==> src/hdl/page_table_walk_update_core_defines.svh <==
// assertion macros used by the page table walker datapath
`ifndef PAGE_TABLE_WALK_UPDATE_CORE_DEFINES_SVH
`define PAGE_TABLE_WALK_UPDATE_CORE_DEFINES_SVH

// same-cycle implication, checked out of reset
`define PTWU_ASSERT_NOW(label, ante, cons) \
  label: assert property (@(posedge clk) disable iff (rst) (ante) |-> (cons)) \
    else $error("ptwu: same-cycle check failed");

// next-cycle implication, checked out of reset
`define PTWU_ASSERT_NEXT(label, ante, cons) \
  label: assert property (@(posedge clk) disable iff (rst) (ante) |=> (cons)) \
    else $error("ptwu: next-cycle check failed");

`endif

==> src/hdl/ptwu_pkg.sv <==
package ptwu_pkg;

  localparam int FRAMES  = 16;
  localparam int LEVELS  = 5;
  localparam int ENTRIES = 512;
  localparam int IDX_W   = 9;
  localparam int FW      = $clog2(FRAMES);
  localparam int AW      = FW + IDX_W;
  localparam int DEPTH   = FRAMES * ENTRIES;
  localparam int EPOCH_W = 6;
  localparam int LVL_W   = $clog2(LEVELS + 1);
  localparam int FF_W    = 5;
  localparam int ROOT_W  = 4;
  localparam int NF_W    = ($clog2(FRAMES + 1) > FF_W) ? $clog2(FRAMES + 1) : FF_W;
  localparam int VPN_W   = 45;
  localparam int PFN_W   = 52;
  localparam int ACT_W   = 2;
  localparam int PADDR_W = 3;
  localparam int PDATA_W = 32;

  localparam logic [LVL_W-1:0] LAST_LVL = LVL_W'(LEVELS - 1);
  localparam logic [NF_W-1:0]  FIRST_FREE_RST = NF_W'(1);

  localparam logic [ACT_W-1:0] ACT_QUERY = 2'd0;
  localparam logic [ACT_W-1:0] ACT_MAP   = 2'd1;
  localparam logic [ACT_W-1:0] ACT_UNMAP = 2'd2;

  localparam logic [PADDR_W-3:0] REG_ROOT_FRAME = 1'd0;
  localparam logic [PADDR_W-3:0] REG_FIRST_FREE = 1'd1;

  typedef struct packed {
    logic [ACT_W-1:0] action;
    logic [VPN_W-1:0] vpn;
    logic [PFN_W-1:0] target_frame;
  } req_t;

  typedef struct packed {
    logic             found;
    logic [PFN_W-1:0] mapped_frame;
    logic             out_of_frames;
  } rsp_t;

  // stored entry: tag must match the frame's epoch for the entry to count
  typedef struct packed {
    logic [EPOCH_W-1:0] tag;
    logic [PFN_W-1:0]   frame;
    logic               v;
  } entry_t;

  localparam int ENTRY_W = $bits(entry_t);

  typedef struct packed {
    logic [ROOT_W-1:0] root_frame;
    logic [FF_W-1:0]   first_free;
    logic              reload;
  } cfg_t;

  typedef enum logic [3:0] {
    OP_NOP,
    OP_CLR_ALL,
    OP_ACCEPT,
    OP_WALK_RD,
    OP_WALK_EVAL,
    OP_CHECK,
    OP_ALLOC_RD,
    OP_ALLOC_EP,
    OP_CLR_FRAME,
    OP_LINK,
    OP_LEAF,
    OP_UNMAP,
    OP_FINISH
  } op_t;

  typedef struct packed {
    op_t op;
  } ctrl_t;

  typedef struct packed {
    logic in_wait;
    logic out_wait;
    logic all_more;
    logic frame_more;
    logic descend;
    logic map_ok;
    logic need_zero;
    logic wrap;
    logic need_more;
  } status_t;

  function automatic logic [IDX_W-1:0] level_index(logic [VPN_W-1:0] v,
                                                   logic [LVL_W-1:0] lvl);
    logic [VPN_W-1:0] s;
    s = v >> (IDX_W * (LEVELS - 1 - int'(lvl)));
    return s[IDX_W-1:0];
  endfunction

endpackage

==> src/hdl/ptwu_seq.sv <==
module ptwu_seq (
  input  logic              clk,
  input  logic              rst,
  input  ptwu_pkg::status_t status,
  output ptwu_pkg::ctrl_t   ctrl
);

  import ptwu_pkg::*;

  typedef enum logic [3:0] {
    S_CLR  = 4'd0,
    S_IDLE = 4'd1,
    S_RD   = 4'd2,
    S_EVAL = 4'd3,
    S_DISP = 4'd4,
    S_NEED = 4'd5,
    S_ARD  = 4'd6,
    S_AEP  = 4'd7,
    S_FCLR = 4'd8,
    S_LINK = 4'd9,
    S_LEAF = 4'd10,
    S_UNM  = 4'd11,
    S_OUT  = 4'd12
  } step_t;

  typedef enum logic [1:0] {
    W_NONE,
    W_IN,
    W_OUT
  } wait_t;

  typedef enum logic [3:0] {
    B_NONE,
    B_ALWAYS,
    B_ALL_MORE,
    B_FRAME_MORE,
    B_DESCEND,
    B_NOT_MAP_OK,
    B_NEED_ZERO,
    B_NO_WRAP,
    B_NEED_MORE
  } br_t;

  typedef struct packed {
    op_t   op;
    wait_t wt;
    br_t   br;
    step_t target;
  } uword_t;

  // microcode store: one word per step
  function automatic uword_t ucode(step_t s);
    uword_t w;
    w = '{OP_NOP, W_NONE, B_NONE, S_IDLE};
    unique case (s)
      S_CLR:   w = '{OP_CLR_ALL,   W_NONE, B_ALL_MORE,   S_CLR};
      S_IDLE:  w = '{OP_ACCEPT,    W_IN,   B_NONE,       S_IDLE};
      S_RD:    w = '{OP_WALK_RD,   W_NONE, B_NONE,       S_IDLE};
      S_EVAL:  w = '{OP_WALK_EVAL, W_NONE, B_DESCEND,    S_RD};
      S_DISP:  w = '{OP_CHECK,     W_NONE, B_NOT_MAP_OK, S_UNM};
      S_NEED:  w = '{OP_NOP,       W_NONE, B_NEED_ZERO,  S_LEAF};
      S_ARD:   w = '{OP_ALLOC_RD,  W_NONE, B_NONE,       S_IDLE};
      S_AEP:   w = '{OP_ALLOC_EP,  W_NONE, B_NO_WRAP,    S_LINK};
      S_FCLR:  w = '{OP_CLR_FRAME, W_NONE, B_FRAME_MORE, S_FCLR};
      S_LINK:  w = '{OP_LINK,      W_NONE, B_NEED_MORE,  S_ARD};
      S_LEAF:  w = '{OP_LEAF,      W_NONE, B_ALWAYS,     S_OUT};
      S_UNM:   w = '{OP_UNMAP,     W_NONE, B_NONE,       S_IDLE};
      S_OUT:   w = '{OP_FINISH,    W_OUT,  B_ALWAYS,     S_IDLE};
      default: w = '{OP_NOP,       W_NONE, B_ALWAYS,     S_IDLE};
    endcase
    return w;
  endfunction

  step_t  pc;
  step_t  pc_next;
  uword_t word;
  logic   hold;
  logic   take;

  assign word = ucode(pc);
  assign ctrl.op = word.op;

  always_comb begin
    unique case (word.wt)
      W_IN:    hold = status.in_wait;
      W_OUT:   hold = status.out_wait;
      default: hold = 1'b0;
    endcase
  end

  always_comb begin
    unique case (word.br)
      B_ALWAYS:     take = 1'b1;
      B_ALL_MORE:   take = status.all_more;
      B_FRAME_MORE: take = status.frame_more;
      B_DESCEND:    take = status.descend;
      B_NOT_MAP_OK: take = !status.map_ok;
      B_NEED_ZERO:  take = status.need_zero;
      B_NO_WRAP:    take = !status.wrap;
      B_NEED_MORE:  take = status.need_more;
      default:      take = 1'b0;
    endcase
  end

  always_comb begin
    priority if (hold) begin
      pc_next = pc;
    end else if (take) begin
      pc_next = word.target;
    end else begin
      pc_next = step_t'(pc + 4'd1);
    end
  end

  always_ff @(posedge clk) begin
    if (rst) begin
      pc <= S_CLR;
    end else begin
      pc <= pc_next;
    end
  end

endmodule

==> config.mk <==
export PLATFORM = sky130hd
export DESIGN_NAME = ptwu_seq
export DESIGN_NICKNAME = d
export VERILOG_FILES = /design/src/hdl/page_table_walk_update_core_defines.svh /design/src/hdl/ptwu_pkg.sv /design/src/hdl/ptwu_seq.sv
export SDC_FILE = /design/constraint.sdc
export NUM_CORES = 1
export LEC_CHECK = 0
export ABC_CLOCK_PERIOD_IN_PS = 6350
export BUFFER_PORTS_ARGS = -buffer_cell sky130_fd_sc_hd__buf_2
export CORE_UTILIZATION = 44
export DETAILED_ROUTE_END_ITERATION = 10
export PLACE_DENSITY_LB_ADDON = 0.15
export SYNTH_ARGS = -nofsm -noshare
export SYNTH_HDL_FRONTEND = slang
export SYNTH_SLANG_ARGS = --single-unit
export TNS_END_PERCENT = 50
==> constraint.sdc <==
create_clock -name clk -period 6.35 [get_ports clk]
set_clock_uncertainty 0.2 [all_clocks]
set_input_delay 1.27 -clock clk [delete_from_list [all_inputs] [get_ports clk]]
set_output_delay 1.27 -clock clk [all_outputs]
set_load 0.005 [all_outputs]
======== Yosys cells after proc, flatten, opt, wreduce, memory -nomap -nowiden ========
Memory sizes are Yosys's and may differ from the RTL's. A register that Yosys moved wholly into a read port is not among the register bits.
Index checks and enable logic that the tools add are counted.
storage, ports and cells
  register bits after elaboration ......... 4
  bits in read-only memories .............. 224
  bits of input ports ..................... 11
  output and inout port bits .............. 4
  word-level logic and storage cells ...... 20
  memories ................................ 1
memories
  memory            words  bits a word  rd ports  clocked after Yosys merged registers in  write ports  line            source
  (name not given)  16     14           1         1                                        0            ptwu_seq.sv:55  unique case (s)
cells by class
  add/subtract/negate cells ............... 1
  eq/ne operators ......................... 10
  mux-type cells .......................... 5
  reductions and logical operators ........ 2
operators by type and width
  operator               number
  $eq A4 B3 Y1 const B   4
  $mux W4                3
  $eq A4 B2 Y1 const B   2
  $pmux W1 S8            1
  $add A4 B1 Y4 const B  1
  $eq A4 B1 Y1 const B   1
  $eq A4 B4 Y1 const B   1
  $eq A2 B1 Y1 const B   1
  $eq A2 B2 Y1 const B   1
  $logic_not A1 Y1       2
  $pmux W1 S2            1

======== Depth between registers and ports, before layout ========
  word-level depth ........................ 5
  depth in mapped cells ................... 13
  depth with buffers taken out ............ 11

======== Worst setup path before layout ========
Ideal clock, no wire load.
  path kind ............................... input to register
  from .................................... input port status[1] (netlist bit)
  to ...................................... register, netlist name word[0]
  arrival ................................. 2929 ps
  data required time ...................... 6034 ps
  slack ................................... 3105 ps
  cell stages on the path ................. 10
  buffers on the path ..................... 1
  cell sequence ........................... nand2b_1 and3_1 o22a_1 buf_6 mux2i_1 a211o_2 ha_1 inv_1 mux2i_1 a2bb2oi_2
between the ends
  word-level cells in the longest chain between the ends .. 5
ends and longest elaborated chain
  element                         line             source
  start, declared                 ptwu_seq.sv:4    input ptwu_pkg::status_t status,
  $logic_not A1 Y1                ptwu_seq.sv:99   B_NO_WRAP: take = !status.wrap;
  $pmux W1 S8                     ptwu_seq.sv:92   unique case (word.br)
  $mux W4                         ptwu_seq.sv:108  end else if (take) begin
  $mux W4 (no line) (2 in a row)  --
Every way passes these cells.
A chain may end at the register's enable or synchronous reset.

======== Worst setup path in the final report ========
  from .................................... input port status[0] (netlist bit)
  to ...................................... register, netlist name word[1]
between the ends
  word-level cells in the longest chain between the ends .. 4
ends and longest elaborated chain
  element                         line
  $pmux W1 S8                     ptwu_seq.sv:92
  $mux W4                         ptwu_seq.sv:108
  $mux W4 (no line) (2 in a row)  --
Every way passes these cells.

==> flow_metrics.env <==
export IMPL_post_dp_cell_area_um2=1080
export IMPL_arrival_ns=3.20
export IMPL_hp_class="register to register"
export IMPL_crit_type="input port to register"
export IMPL_syn_area_um2=1050
export IMPL_cpLargestDelayFamily="compound AO/OA/AOI/OAI gates"
export IMPL_async_flop_share_pct=0
export IMPL_numPortBuffers=14
export IMPL_post_cts_resized=0
export IMPL_critical_path_max_fanout=9
export IMPL_hold_viol=0
export IMPL_wl_um=1690
export IMPL_outcome="complete, no violations"
export IMPL_postCtsSetupRepairBufs=0
export IMPL_cts_max_level=1
export IMPL_ir_worst_vdd_v=0.000248
export IMPL_die_width_um=50.8
export IMPL_layout_drive_gt1_share_pct=23.9
export IMPL_core_area_um2=2230
export IMPL_max_cap_violations=0
export IMPL_cts_buffers=3
export IMPL_drc=0
export IMPL_ctsHoldBuffers=0
export IMPL_antenna_cells=0
export IMPL_wl_per_cell_um=11.6
export IMPL_final_common_cell="dfxtp_1"
export IMPL_clkLatencyLatePin_ns=0.28
export IMPL_layout_common_cells="dfxtp_1 (18), buf_2 (14), inv_1 (10)"
export IMPL_track_usage_pct=14.3
export IMPL_finalMaxSlewViolations=0
export IMPL_nFillCells=223
export IMPL_nets=136
export IMPL_rsz0062_at_grt="false"
export IMPL_gr_total_overflow=0
export IMPL_numClockSinks=18
export IMPL_multiInputGateArea_um2=576
export IMPL_fp_dieArea_um2=2580
export IMPL_slew_headroom_pct=58.3
export IMPL_power_density_nw_per_um2=477
export IMPL_clockBufferDepth=2
export IMPL_synth_distinct_cells=41
export IMPL_grt_max_degree=15
export IMPL_fmax_ghz=0.308
export IMPL_crit_path_top_delay_cell="o22a_1"
export IMPL_tns_ns=0
export IMPL_cts_tree="done"
export IMPL_synth_nets=127
export IMPL_synthCells=109
export IMPL_grt_pass1_vias=648
export IMPL_seq_area_frac_synth_pct=34.4
export IMPL_firstDrtPassIters=4
export IMPL_final_setup_viol_count=0
export IMPL_power_leakage_nw=0.492
export IMPL_fin_crit_sh_pct=51.1
export IMPL_synth_flop_cell="dfxtp_1"
export IMPL_ys_warnings_count=0
export IMPL_pre_cts_ws_ns=2.80
export IMPL_clk_pin_slew_ns=0.10
export IMPL_end_kind="register"
export IMPL_hpwl_um=1340
export IMPL_num_rows=17
export IMPL_antenna_found_initial=0
export IMPL_synth_seq_cells=18
export IMPL_critPathRequiredTime_ns=6.31
export IMPL_critPathMaxStageDelay_ns=0.34
export IMPL_root_buffer="clkbuf_4"
export IMPL_ioPinCount=15
export IMPL_seq_area_um2=360
export IMPL_via_count=737
export IMPL_final_area_um2=1110
export IMPL_critPathBufInv=2
export IMPL_cp_start_kind="input port"
export IMPL_worst_slew_pin_slew_ns=0.625
export IMPL_syn2layout_area_growth_pct=6.58
export IMPL_grt_pass1_wl_um=2780
export IMPL_initial_core_util_pct=46.8
export IMPL_drtIter0Drc=11
export IMPL_avgViaCountPerCell=5.08
export IMPL_postRouteAntennaNets=0
export IMPL_dieHeight_um=50.8
export IMPL_cp_cell_sequence="buf_2 -> nor2b_1 -> o221ai_1 -> o22a_1 -> mux2i_1 -> a21o_1 -> inv_1 -> ha_1 -> and3_1 -> o21bai_1"
export IMPL_min_period_ns=3.25
export IMPL_synth_edff_count=0
export IMPL_setup_ws_ns=3.10
export IMPL_gp_congestion=0.778
export IMPL_avgSynthCellArea_um2=9.60
==> path summary, 6_finish.rpt <==
check	startpoint	to	slack [ns]	depth (start not counted)
worst min-delay path	pc[3]	pc[3]	0.44	2
worst min register to register	pc[3]	pc[3]	0.44	2
worst max-delay path	status[0]	word[1]	3.10	10
worst max register to register	word[8]	word[1]	3.69	10
==> metal layers <==
metal | GRT usage, % | part of all wire (%)
met2 | 23.6 | 47
met3 | 1.82 | 1.5
met4 | 5.56 | 0.95
met5 | 0 | 0
met1 | 18.8 | 50
==> cell usage after synthesis, types with 3 or more instances <==
library cell / instances / area [µm²]
dfxtp_1: 18 / 360
inv_1: 10 / 37.5
mux2i_1: 8 / 80.1
ha_1: 7 / 87.6
nand2_1: 5 / 18.8
nor2_1: 5 / 18.8
buf_4: 4 / 30.0
a21oi_1: 3 / 15.0
buf_2: 3 / 15.0
nand2b_1: 3 / 18.8
==> state kept, by name (all words and copies together), names as in the netlist <==
register and flops:
word 14, pc 4
==> power by group <==
group | switching [W] | total [W] | internal (W) | leakage [nW]
combinational | 0.000154 | 0.000287 | 0.000132 | 0.322
sequential | 0.0000230 | 0.000178 | 0.000155 | 0.148
clock | 0.0000328 | 0.0000677 | 0.0000348 | 0.0210
total | 0.000210 | 0.000532 | 0.000322 | 0.492
==> cell type report <==
type,count,area share [%]
multi-input combinational,71,51.6
sequential,18,32.3
timing repair buffer,14,6.29
inverter,10,3.37
clock buffer,4,3.25
tap,28,3.14
==> worst reg2reg max path: cells and delay by family, from the launching register on <==
kind / cells / cell delay, ns
flip-flops: 1 / 0.34
multiplexers: 1 / 0.15
adder cells (fa/ha/maj): 2 / 0.51
AO/OA/AOI/OAI: 2 / 0.45
AND/OR/NAND/NOR: 3 / 0.70
buffers and inverters: 2 / 0.18
==> cell families (layout without fill, tap and decap cells) <==
kind of cell    count (synthesis)  in the layout  synth area share (%)
simple gates                   30             30                  16.4
buf+inv                        20             28                  10.5
fa+ha+maj                       7              7                  8.37
flops                          18             18                  34.5
compound gates                 26             26                  22.6
mux                             8              8                  7.66
==> through the flow <==
step | total power, W | util, % | hold WS (ns) | std cells
4_1_cts | 0.000537 | 49.9 | 0.434 | 145
6_report | 0.000532 | 49.9 | 0.437 | 145
3_5_place_dp | 0.000470 | 48.3 | 0.421 | 141
3_3_place_gp | 0.000467 | 48.3 | 0.422 | 141
2_1_floorplan | 0.000441 | - | 0.434 | 109
5_1_grt | 0.000579 | 49.9 | 0.473 | 145
(Power assumes the default switching activity.)
